$ cat src/hdl/lpd_pkg.sv
`timescale 1ns / 1ps
// ----------------------------------------------------------------------------
// lpd_pkg: shared types and constants of the Lp distance accumulator
// Field widths, norm mode codes, register map and the words passed between
// the front end, the term queue and the back end.
// ----------------------------------------------------------------------------
package lpd_pkg;

  localparam int unsigned COORD_W     = 16;
  localparam int unsigned MAG_W       = 16;
  localparam int unsigned TERM_W      = 32;
  localparam int unsigned SUM_W       = 42;
  localparam int unsigned DIST_W      = 52;
  localparam int unsigned MODE_W      = 2;
  // A sum wider than this many bits squares to more than DIST_W bits.
  localparam int unsigned HALF_W      = 26;
  localparam int unsigned QUEUE_DEPTH = 2;

  localparam int unsigned CFG_ADDR_W  = 3;
  localparam int unsigned CFG_DATA_W  = 32;
  localparam int unsigned REG_IDX_W   = CFG_ADDR_W - 2;

  localparam logic [REG_IDX_W-1:0] REG_NORM_MODE = 1'b0;

  localparam logic [MODE_W-1:0] MODE_HALF  = 2'd0;
  localparam logic [MODE_W-1:0] MODE_L1    = 2'd1;
  localparam logic [MODE_W-1:0] MODE_L2    = 2'd2;
  localparam logic [MODE_W-1:0] MODE_RESET = MODE_L1;

  localparam logic [SUM_W-1:0] SUM_MAX = {SUM_W{1'b1}};

  typedef struct packed {
    logic signed [COORD_W-1:0] coord_first;
    logic signed [COORD_W-1:0] coord_second;
    logic                      last_element;
  } in_word_t;

  typedef struct packed {
    logic [DIST_W-1:0] distance;
    logic              saturated;
  } out_word_t;

  typedef struct packed {
    logic [TERM_W-1:0] term;
    logic [MODE_W-1:0] mode;
    logic              last;
  } term_word_t;

endpackage

$ cat src/hdl/lp_distance_accumulator.sv
`timescale 1ns / 1ps
// The front end holds off a new input word until the current term is pushed into
// the queue, and in L1/2 mode also while the 16-step bit-serial square root runs.
// The final L2 square root is a 21-step unit in the back end; the queue keeps
// accepting words, until it is full, while it runs or while a result waits.
// Reset clears the running sum, the flags and the queue; norm_mode returns to L1.
// ----------------------------------------------------------------------------
// lp_distance_accumulator: streaming Minkowski Lp distance
// Accumulates per-element L1, L2 or L1/2 terms of coordinate pairs and emits
// the distance of a vector on its last pair. Norm selected by an APB register.
// ----------------------------------------------------------------------------
module lp_distance_accumulator #(
  parameter int unsigned QUEUE_DEPTH = lpd_pkg::QUEUE_DEPTH
) (
  input  logic                            clk_i,
  input  logic                            rst_ni,
  input  logic                            in_valid_i,
  output logic                            in_stall_o,
  input  lpd_pkg::in_word_t               in_data_i,
  output logic                            out_valid_o,
  input  logic                            out_stall_i,
  output lpd_pkg::out_word_t              out_data_o,
  input  logic                            psel,
  input  logic                            penable,
  input  logic                            pwrite,
  input  logic [lpd_pkg::CFG_ADDR_W-1:0]  paddr,
  input  logic [lpd_pkg::CFG_DATA_W-1:0]  pwdata,
  output logic [lpd_pkg::CFG_DATA_W-1:0]  prdata,
  output logic                            pready
);
  import lpd_pkg::*;

  logic [MODE_W-1:0] norm_mode_q;
  logic              cfg_hit;

  logic              push;
  term_word_t        push_data;
  logic              full;
  logic              pop;
  term_word_t        pop_data;
  logic              empty;

  assign cfg_hit = (paddr[CFG_ADDR_W-1:2] == REG_NORM_MODE);
  assign pready  = 1'b1;

  always_ff @(posedge clk_i or negedge rst_ni) begin
    if (!rst_ni) begin
      norm_mode_q <= MODE_RESET;
    end else if (psel && penable && pwrite && cfg_hit) begin
      norm_mode_q <= pwdata[MODE_W-1:0];
    end
  end

  assign prdata = cfg_hit ? CFG_DATA_W'(norm_mode_q) : '0;

  lpd_front u_front (
    .clk_i       (clk_i),
    .rst_ni      (rst_ni),
    .in_valid_i  (in_valid_i),
    .in_stall_o  (in_stall_o),
    .in_data_i   (in_data_i),
    .norm_mode_i (norm_mode_q),
    .push_o      (push),
    .push_data_o (push_data),
    .full_i      (full)
  );

  lpd_queue #(
    .DEPTH (QUEUE_DEPTH)
  ) u_queue (
    .clk_i       (clk_i),
    .rst_ni      (rst_ni),
    .push_i      (push),
    .push_data_i (push_data),
    .full_o      (full),
    .pop_i       (pop),
    .pop_data_o  (pop_data),
    .empty_o     (empty)
  );

  lpd_back u_back (
    .clk_i       (clk_i),
    .rst_ni      (rst_ni),
    .empty_i     (empty),
    .pop_o       (pop),
    .pop_data_i  (pop_data),
    .out_valid_o (out_valid_o),
    .out_stall_i (out_stall_i),
    .out_data_o  (out_data_o)
  );

endmodule

$ cat src/hdl/lpd_isqrt.sv
`timescale 1ns / 1ps
// ----------------------------------------------------------------------------
// lpd_isqrt: iterative integer floor square root
// Restoring digit recurrence, one root bit per cycle. The root is valid from
// the cycle done_o pulses until the next start.
// ----------------------------------------------------------------------------
module lpd_isqrt #(
  parameter int unsigned W = 32
) (
  input  logic             clk_i,
  input  logic             rst_ni,
  input  logic             start_i,
  input  logic [W-1:0]     value_i,
  output logic             done_o,
  output logic [W/2-1:0]   root_o
);
  localparam int unsigned R     = W / 2;
  localparam int unsigned CNT_W = $clog2(R + 1);

  logic [CNT_W-1:0] cnt_q;
  logic             done_q;
  logic [W-1:0]     val_q;
  logic [R+1:0]     rem_q;
  logic [R-1:0]     root_q;

  logic [R+1:0]     rem_shift;
  logic [R+1:0]     trial;
  logic             fits;

  always_comb begin
    rem_shift = {rem_q[R-1:0], val_q[W-1 -: 2]};
    trial     = {root_q, 2'b01};
    fits      = rem_shift >= trial;
  end

  always_ff @(posedge clk_i or negedge rst_ni) begin
    if (!rst_ni) begin
      cnt_q  <= '0;
      done_q <= 1'b0;
    end else begin
      done_q <= 1'b0;
      if (start_i) begin
        cnt_q <= CNT_W'(R);
      end else if (cnt_q != '0) begin
        cnt_q  <= cnt_q - 1'b1;
        done_q <= (cnt_q == CNT_W'(1));
      end
    end
  end

  always_ff @(posedge clk_i) begin
    if (start_i) begin
      val_q  <= value_i;
      rem_q  <= '0;
      root_q <= '0;
    end else if (cnt_q != '0) begin
      val_q  <= {val_q[W-3:0], 2'b00};
      rem_q  <= fits ? rem_shift - trial : rem_shift;
      root_q <= {root_q[R-2:0], fits};
    end
  end

  assign done_o = done_q;
  assign root_o = root_q;

endmodule

$ cat src/hdl/lpd_front.sv
`timescale 1ns / 1ps
// ----------------------------------------------------------------------------
// lpd_front: coordinate intake and per-element term
// Takes one coordinate pair, forms |first - second| and turns it into the
// term of the selected norm, then pushes the term into the queue.
// ----------------------------------------------------------------------------
module lpd_front (
  input  logic                        clk_i,
  input  logic                        rst_ni,
  input  logic                        in_valid_i,
  output logic                        in_stall_o,
  input  lpd_pkg::in_word_t           in_data_i,
  input  logic [lpd_pkg::MODE_W-1:0]  norm_mode_i,
  output logic                        push_o,
  output lpd_pkg::term_word_t         push_data_o,
  input  logic                        full_i
);
  import lpd_pkg::*;

  localparam logic [1:0] ST_IDLE = 2'd0;
  localparam logic [1:0] ST_ROOT = 2'd1;
  localparam logic [1:0] ST_PUSH = 2'd2;

  logic [1:0]        state_q, state_d;
  logic [MAG_W-1:0]  mag_q;
  logic [MODE_W-1:0] mode_q;
  logic              last_q;

  logic [COORD_W:0]  diff;
  logic [COORD_W:0]  diff_neg;
  logic [MAG_W-1:0]  mag;
  logic              accept;
  logic              root_start;
  logic              root_done;
  logic [MAG_W-1:0]  root;
  logic [TERM_W-1:0] square;
  logic [TERM_W-1:0] term;

  // The difference needs one bit more than a coordinate; its magnitude fits in 16.
  always_comb begin
    diff     = {in_data_i.coord_first[COORD_W-1], in_data_i.coord_first}
             - {in_data_i.coord_second[COORD_W-1], in_data_i.coord_second};
    diff_neg = '0 - diff;
    mag      = diff[COORD_W] ? diff_neg[MAG_W-1:0] : diff[MAG_W-1:0];
  end

  assign accept     = in_valid_i && (state_q == ST_IDLE);
  assign in_stall_o = (state_q != ST_IDLE);
  assign root_start = accept && (norm_mode_i == MODE_HALF);

  lpd_isqrt #(
    .W (2 * MAG_W)
  ) u_root (
    .clk_i   (clk_i),
    .rst_ni  (rst_ni),
    .start_i (root_start),
    .value_i ({mag, {MAG_W{1'b0}}}),
    .done_o  (root_done),
    .root_o  (root)
  );

  always_comb begin
    state_d = state_q;
    case (state_q)
      ST_IDLE: begin
        if (accept) begin
          state_d = (norm_mode_i == MODE_HALF) ? ST_ROOT : ST_PUSH;
        end
      end
      ST_ROOT: begin
        if (root_done) begin
          state_d = ST_PUSH;
        end
      end
      ST_PUSH: begin
        if (!full_i) begin
          state_d = ST_IDLE;
        end
      end
      default: begin
        state_d = ST_IDLE;
      end
    endcase
  end

  always_ff @(posedge clk_i or negedge rst_ni) begin
    if (!rst_ni) begin
      state_q <= ST_IDLE;
    end else begin
      state_q <= state_d;
    end
  end

  always_ff @(posedge clk_i) begin
    if (accept) begin
      mag_q  <= mag;
      mode_q <= norm_mode_i;
      last_q <= in_data_i.last_element;
    end
  end

  assign square = TERM_W'(mag_q) * TERM_W'(mag_q);

  always_comb begin
    case (mode_q)
      MODE_HALF: term = TERM_W'(root);
      MODE_L2:   term = square;
      default:   term = TERM_W'(mag_q);
    endcase
  end

  assign push_o           = (state_q == ST_PUSH) && !full_i;
  assign push_data_o.term = term;
  assign push_data_o.mode = mode_q;
  assign push_data_o.last = last_q;

endmodule

$ cat src/hdl/lpd_queue.sv
`timescale 1ns / 1ps
// ----------------------------------------------------------------------------
// lpd_queue: term queue between front end and back end
// Small first-in first-out buffer of term words.
// ----------------------------------------------------------------------------
module lpd_queue #(
  parameter int unsigned DEPTH = 2
) (
  input  logic                clk_i,
  input  logic                rst_ni,
  input  logic                push_i,
  input  lpd_pkg::term_word_t push_data_i,
  output logic                full_o,
  input  logic                pop_i,
  output lpd_pkg::term_word_t pop_data_o,
  output logic                empty_o
);
  import lpd_pkg::*;

  localparam int unsigned PTR_W = $clog2(DEPTH);
  localparam int unsigned CNT_W = $clog2(DEPTH + 1);

  term_word_t       mem_q [DEPTH];
  logic [PTR_W-1:0] wr_ptr_q;
  logic [PTR_W-1:0] rd_ptr_q;
  logic [CNT_W-1:0] count_q;

  assign full_o     = (count_q == CNT_W'(DEPTH));
  assign empty_o    = (count_q == '0);
  assign pop_data_o = mem_q[rd_ptr_q];

  always_ff @(posedge clk_i or negedge rst_ni) begin
    if (!rst_ni) begin
      wr_ptr_q <= '0;
      rd_ptr_q <= '0;
      count_q  <= '0;
    end else begin
      if (push_i) begin
        wr_ptr_q <= (wr_ptr_q == PTR_W'(DEPTH - 1)) ? '0 : wr_ptr_q + 1'b1;
      end
      if (pop_i) begin
        rd_ptr_q <= (rd_ptr_q == PTR_W'(DEPTH - 1)) ? '0 : rd_ptr_q + 1'b1;
      end
      if (push_i && !pop_i) begin
        count_q <= count_q + 1'b1;
      end else if (pop_i && !push_i) begin
        count_q <= count_q - 1'b1;
      end
    end
  end

  always_ff @(posedge clk_i) begin
    if (push_i) begin
      mem_q[wr_ptr_q] <= push_data_i;
    end
  end

endmodule

$ cat src/hdl/lpd_back.sv
`timescale 1ns / 1ps
// ----------------------------------------------------------------------------
// lpd_back: saturating accumulation and final distance
// Adds each term into the running sum and, on the last term of a vector,
// forms the distance of the selected norm in the output register.
// ----------------------------------------------------------------------------
module lpd_back (
  input  logic                clk_i,
  input  logic                rst_ni,
  input  logic                empty_i,
  output logic                pop_o,
  input  lpd_pkg::term_word_t pop_data_i,
  output logic                out_valid_o,
  input  logic                out_stall_i,
  output lpd_pkg::out_word_t  out_data_o
);
  import lpd_pkg::*;

  localparam logic [1:0] ST_IDLE   = 2'd0;
  localparam logic [1:0] ST_SQUARE = 2'd1;
  localparam logic [1:0] ST_ROOT   = 2'd2;

  logic [1:0]        state_q;
  logic [SUM_W-1:0]  sum_q;
  logic              ovf_q;
  logic              out_valid_q;
  out_word_t         out_q;
  logic [SUM_W-1:0]  fin_sum_q;
  logic              fin_sat_q;

  logic [SUM_W:0]    total;
  logic              clip;
  logic [SUM_W-1:0]  sum_add;
  logic              ovf_add;
  logic              pop;
  logic              finish;
  logic              root_start;
  logic              root_done;
  logic [SUM_W/2-1:0] root;
  logic              too_wide;
  logic [DIST_W-1:0] product;

  always_comb begin
    total   = {1'b0, sum_q} + (SUM_W + 1)'(pop_data_i.term);
    clip    = total >= {1'b0, SUM_MAX};
    sum_add = clip ? SUM_MAX : total[SUM_W-1:0];
    ovf_add = ovf_q | clip;
  end

  // A last word waits until the output register is free.
  assign pop        = (state_q == ST_IDLE) && !empty_i && (!pop_data_i.last || !out_valid_q);
  assign finish     = pop && pop_data_i.last;
  assign root_start = finish && (pop_data_i.mode == MODE_L2);
  assign pop_o      = pop;

  lpd_isqrt #(
    .W (SUM_W)
  ) u_root (
    .clk_i   (clk_i),
    .rst_ni  (rst_ni),
    .start_i (root_start),
    .value_i (sum_add),
    .done_o  (root_done),
    .root_o  (root)
  );

  assign too_wide = (fin_sum_q[SUM_W-1:HALF_W] != '0);
  assign product  = DIST_W'(fin_sum_q[HALF_W-1:0]) * DIST_W'(fin_sum_q[HALF_W-1:0]);

  always_ff @(posedge clk_i or negedge rst_ni) begin
    if (!rst_ni) begin
      state_q     <= ST_IDLE;
      sum_q       <= '0;
      ovf_q       <= 1'b0;
      out_valid_q <= 1'b0;
    end else begin
      if (out_valid_q && !out_stall_i) begin
        out_valid_q <= 1'b0;
      end
      case (state_q)
        ST_IDLE: begin
          if (finish) begin
            sum_q <= '0;
            ovf_q <= 1'b0;
            case (pop_data_i.mode)
              MODE_HALF: state_q <= ST_SQUARE;
              MODE_L2:   state_q <= ST_ROOT;
              default:   out_valid_q <= 1'b1;
            endcase
          end else if (pop) begin
            sum_q <= sum_add;
            ovf_q <= ovf_add;
          end
        end
        ST_SQUARE: begin
          out_valid_q <= 1'b1;
          state_q     <= ST_IDLE;
        end
        ST_ROOT: begin
          if (root_done) begin
            out_valid_q <= 1'b1;
            state_q     <= ST_IDLE;
          end
        end
        default: begin
          state_q <= ST_IDLE;
        end
      endcase
    end
  end

  always_ff @(posedge clk_i) begin
    if (finish) begin
      fin_sum_q <= sum_add;
      fin_sat_q <= ovf_add;
      out_q.distance  <= DIST_W'(sum_add);
      out_q.saturated <= ovf_add;
    end else if (state_q == ST_SQUARE) begin
      out_q.distance  <= too_wide ? {DIST_W{1'b1}} : product;
      out_q.saturated <= fin_sat_q | too_wide;
    end else if (state_q == ST_ROOT && root_done) begin
      out_q.distance  <= DIST_W'(root);
      out_q.saturated <= fin_sat_q;
    end
  end

  assign out_valid_o = out_valid_q;
  assign out_data_o  = out_q;

`ifndef ASSERT_OFF
  a_sat_holds_max: assert property (@(posedge clk_i) disable iff (!rst_ni)
    ovf_q |-> (sum_q == SUM_MAX))
    else $error("saturation flag set with running sum below maximum");

  a_final_needs_free_out: assert property (@(posedge clk_i) disable iff (!rst_ni)
    (state_q != ST_IDLE) |-> !out_valid_q)
    else $error("final step running while output register is occupied");

  a_sum_clears_on_last: assert property (@(posedge clk_i) disable iff (!rst_ni)
    finish |=> (sum_q == '0 && !ovf_q))
    else $error("running sum not cleared after last word of a vector");
`endif

endmodule
$ cat config.mk
export PLATFORM = sky130hd
export DESIGN_NAME = lp_distance_accumulator
export DESIGN_NICKNAME = d
export VERILOG_FILES = /design/src/hdl/lpd_pkg.sv /design/src/hdl/lp_distance_accumulator.sv /design/src/hdl/lpd_isqrt.sv /design/src/hdl/lpd_front.sv /design/src/hdl/lpd_queue.sv /design/src/hdl/lpd_back.sv
export SDC_FILE = /design/constraint.sdc
export NUM_CORES = 2
export LEC_CHECK = 0
export ABC_CLOCK_PERIOD_IN_PS = 8800
export BUFFER_PORTS_ARGS = -buffer_cell sky130_fd_sc_hd__buf_2
export CORE_ASPECT_RATIO = 2
export CORE_MARGIN = 8
export CORE_UTILIZATION = 42
export DETAILED_ROUTE_END_ITERATION = 8
export GPL_ROUTABILITY_DRIVEN = 0
export HOLD_SLACK_MARGIN = 0.02
export PLACE_DENSITY = 0.66
export SLEW_MARGIN = 25
export SYNTH_ARGS = -nofsm -noshare
export SYNTH_HDL_FRONTEND = slang
export SYNTH_SLANG_ARGS = --single-unit
$ cat constraint.sdc
create_clock -name clk_i -period 8.8 [get_ports clk_i]
set_input_delay 2.2 -clock clk_i [delete_from_list [all_inputs] [get_ports clk_i]]
set_output_delay 2.2 -clock clk_i [all_outputs]
set_load 0.02 [all_outputs]
==> summary.txt <==
Logic synthesis
  – Synth warn: 0
  – Ys flop type: edfxtp_1
  – Syn Inst Count: 5055
  – Ys async rst share: 0.172
  – Post-synth top area share: 0.293
  – Synth top area cells: fa_1, edfxtp_1, ha_1
  – Distinct cell type count after synthesis: 79
  – Synth Register Bits: 383
  – Area of the mapped netlist: 47100 um2
  – EDFF count, synth: 233
  – Sequential area share after synthesis: 0.220
  – Synthesized area per cell: 9.31 um2
  – Leading area contributor after synthesis: fa_1

Die
  – Die Ht: 489 um
  – Initial Util: 0.424
  – Die width: 253 um
  – Top-level I/O count: 163
  – Die Area: 124000 um2
  – Core Rows: 173
  – Core area: 111000 um2

Drt
  – Drt drc: 0
  – Drt first-iter violations: 1685
  – Wire length per cell: 18.5 um
  – Final ANT Viol Nets: 0
  – Routed vias: 34600
  – Drt pass-1 iters: 7
  – DRT Wirelength: 122000 um
  – Vias/cell: 5.22

STA
  – Final Critical Period: 8470 ps
  – RSZ-0062 raised after global routing: no
  – Slew Viols, Final: 0
  – Final setup violation count: 0
  – Fmax achieved: 118 MHz
  – Measured slew at the worst slew-check pin: 1000 ps
  – Max_slew headroom: 0.324
  – Fin. Hold Viols: 0
  – Fin crit share: 0.963
  – Clock Skews: 34.9 ps
  – Setup TNS: 0 ps

Layout
  – Layout cell share with drive strength beyond 1: 0.0643
  – Syn-to-layout area delta: 7.56%
  – Final layout net count: 6265
  – Finished Layout Cells: 6623

Job
  – MaxCap Viol Count: 0

Clocking
  – CTS tree: built
  – CTS hold repair buffers: 0
  – Clock Path Buffers: 3
  – TritonCTS buffer count: 37
  – Clk Latency, worst-skew pair: 600 ps
  – CTS clk-pin slew, worst paths: 70 ps
  – Clock sinks: 383
  – CTS Root Cell: clkbuf_16
  – CTS H-tree lvls: 2

Global routing
  – Total gr overflow: 0
  – Initial antenna violation count: 1
  – Vias in the first global route: 38000
  – GRT Overall Usage: 0.201
  – First-pass GRT wire length: 196000 um
  – Largest net degree at the start of global routing: 72

Critical path
  – CP max stage cell: edfxtp_1
  – CP Depth: 27
  – Worst R2R Start: u_back.fin_sum_q[2]
  – Critical path required time: 9280 ps
  – Max incr delay on CP: 800 ps
  – R2R cell count: 27
  – CP Launch Type: register
  – Critical Path AT: 8950 ps
  – Nature of the critical path endpoint: register
  – Worst R2R Setup Slack: 330 ps
  – Crit path max fanout: 13
  – Worst path top cell family by delay: adder cells
  – Most frequent cell on the critical path: fa_1
  – WS Path Type: reg2reg
  – Critical R2R Capture: u_back.out_data_o[47]
  – Buf/Inv on CP: 7

Hold path
  – Hold EP: u_back.out_data_o[44]
  – HP Class: reg2reg
  – Worst hold path depth: 2
  – Hold Crit Start: u_back.out_data_o[44]

Placement
  – IO Port Bufs: 99
  – Dpl cells: 6548
  – DPL Wire Length: 101000 um

Run status
  – Status: finished clean
[flip-flops by register name, summed over array words and instances (netlist names), 5 cells and up]
| signal | count |
|---|---|
| u_front.u_root.val_q | 16 |
| u_front.mag_q | 16 |
| u_back.u_root.val_q | 42 |
| u_back.fin_sum_q | 42 |
| u_back.sum_q | 42 |
| u_front.u_root.cnt_q | 5 |
| u_front.u_root.root_o | 16 |
| u_back.u_root.root_o | 21 |
| u_queue.mem_q | 70 |
| u_front.u_root.rem_q | 16 |
| u_back.u_root.rem_q | 21 |
| u_back.out_data_o | 53 |
| u_back.u_root.cnt_q | 5 |
[worst reg2reg max path: cells and delay by family (launching register included)]
kind,cells,cell delay [ps]
and+or+nand+nor,4,1110
DFF,1,800
xor gates and xnor gates,1,160
buffers and inverters,7,490
AOI/OAI and AO/OA,7,1830
adders and majority gates,8,4000
[how the worst max path moves through the flow]
stage	endpoint	startpoint
after floorplan	u_back.out_data_o[51]	u_back.fin_sum_q[3]
after global placement	u_back.out_data_o[45]	u_back.fin_sum_q[11]
after detailed placement	u_back.out_data_o[45]	u_back.fin_sum_q[11]
after CTS	u_back.out_data_o[45]	u_back.fin_sum_q[11]
after global routing	u_back.out_data_o[49]	u_back.fin_sum_q[6]
final	u_back.out_data_o[47]	u_back.fin_sum_q[2]
[routing by layer]
layer | global-route usage | share of wire | routed length (um)
met5 | 0 | 0 | 0
met3 | 0.0205 | 0.036 | 4400
met2 | 0.393 | 0.55 | 67800
met1 | 0.192 | 0.33 | 40000
met4 | 0.143 | 0.082 | 10100
[layout make-up]
cell class,instances,area (um2)
inverter,1134,4260
sequential,383,10300
fill,10600,60400
multi-input combinational,3363,31700
clock inverter,27,269
tap,1487,1860
timing repair buffer,188,1200
antenna,1,2.50
clock buffer,40,958
[placed cells by master, fill, tap and decap left out, drive strengths merged, types with 8 or more instances in the layout]
master / Yosys / layout
nor2b: 33 / 33
or3: 9 / 9
mux2: 47 / 47
xnor2: 124 / 124
or2: 13 / 13
conb: 2 / 31
nand4: 21 / 21
a31oi: 26 / 26
o211ai: 18 / 18
nand2b: 21 / 21
dfxtp: 84 / 84
buf: 45 / 188
a2111oi: 10 / 10
o21bai: 23 / 23
ha: 394 / 394
clkinv: 2 / 16
a21oi: 236 / 236
and3: 32 / 32
fa: 689 / 689
nand2: 523 / 523
o31ai: 12 / 12
o21a: 22 / 22
and2: 199 / 199
a21o: 78 / 78
dfrtp: 65 / 65
nor2: 234 / 234
nand3: 35 / 35
inv: 1132 / 1137
nor4: 15 / 15
clkbuf: 159 / 40
a211oi: 23 / 23
xor2: 69 / 69
edfxtp: 233 / 233
o21ai: 247 / 247
nor3: 36 / 36
a221oi: 8 / 8
a21boi: 12 / 12
o221ai: 12 / 12
mux2i: 26 / 26
[per-stage QoR]
| stage | setup slack [ps] | area, um2 | utilization | hold WS, ps |
|---|---|---|---|---|
| CTS | 177 | 50500 | 0.455 | 446 |
| detailed placement | 236 | 49300 | 0.444 | 436 |
| global route | 74.1 | 50600 | 0.456 | 490 |
| floorplan | 1300 | 47200 | - | 421 |
| finish | 330 | 50600 | 0.456 | 441 |
| global placement | 340 | 49300 | 0.444 | 428 |
[kinds of logic (layout without fill, tap and decap cells)]
group,count (synthesis),count (layout),share of synthesized area
DFF,383,383,0.220
xor gates and xnor gates,193,193,0.0359
adders and majority gates,1083,1083,0.398
muxes,73,73,0.0169
AOI/OAI and AO/OA,797,797,0.104
other,2,32,0.000160
buffers and inverters,1338,1389,0.110
and+or+nand+nor,1186,1186,0.116
[synthesized netlist by cell type (5+ instances only)]
cell type,n
nand2b_1,21
o31ai_1,12
buf_4,31
edfxtp_1,233
mux2i_1,26
a211oi_1,23
nand2_1,523
o31a_1,6
buf_1,9
o21bai_1,23
a221oi_1,8
nor2b_1,33
fa_1,689
nor4_1,15
or3_1,9
o21a_1,22
a311oi_1,6
a21boi_0,9
a2111oi_0,9
inv_1,1132
or2_2,12
mux2_2,46
o21ai_0,243
xor2_1,69
a31o_2,5
ha_1,394
clkbuf_1,159
o22ai_1,5
and3_1,32
a21o_1,78
o221ai_1,12
nand3_1,35
o211ai_1,18
dfrtp_1,65
nor2_1,234
a21oi_1,236
and2_1,198
nand4_1,21
xnor2_1,124
dfxtp_1,84
a31oi_1,26
nor3_1,36
o311ai_0,7
a22o_1,5
[repair_timing]
item / 4_1_cts / 5_1_grt
hold endpoints to repair: 0 / 0
resized for setup: 0 / 1
setup endpoints to repair: 0 / 3
setup buffers: 0 / 7
Power is not shown: default switching activity piles up to over one toggle a cycle in this logic, so the estimate is an artifact.
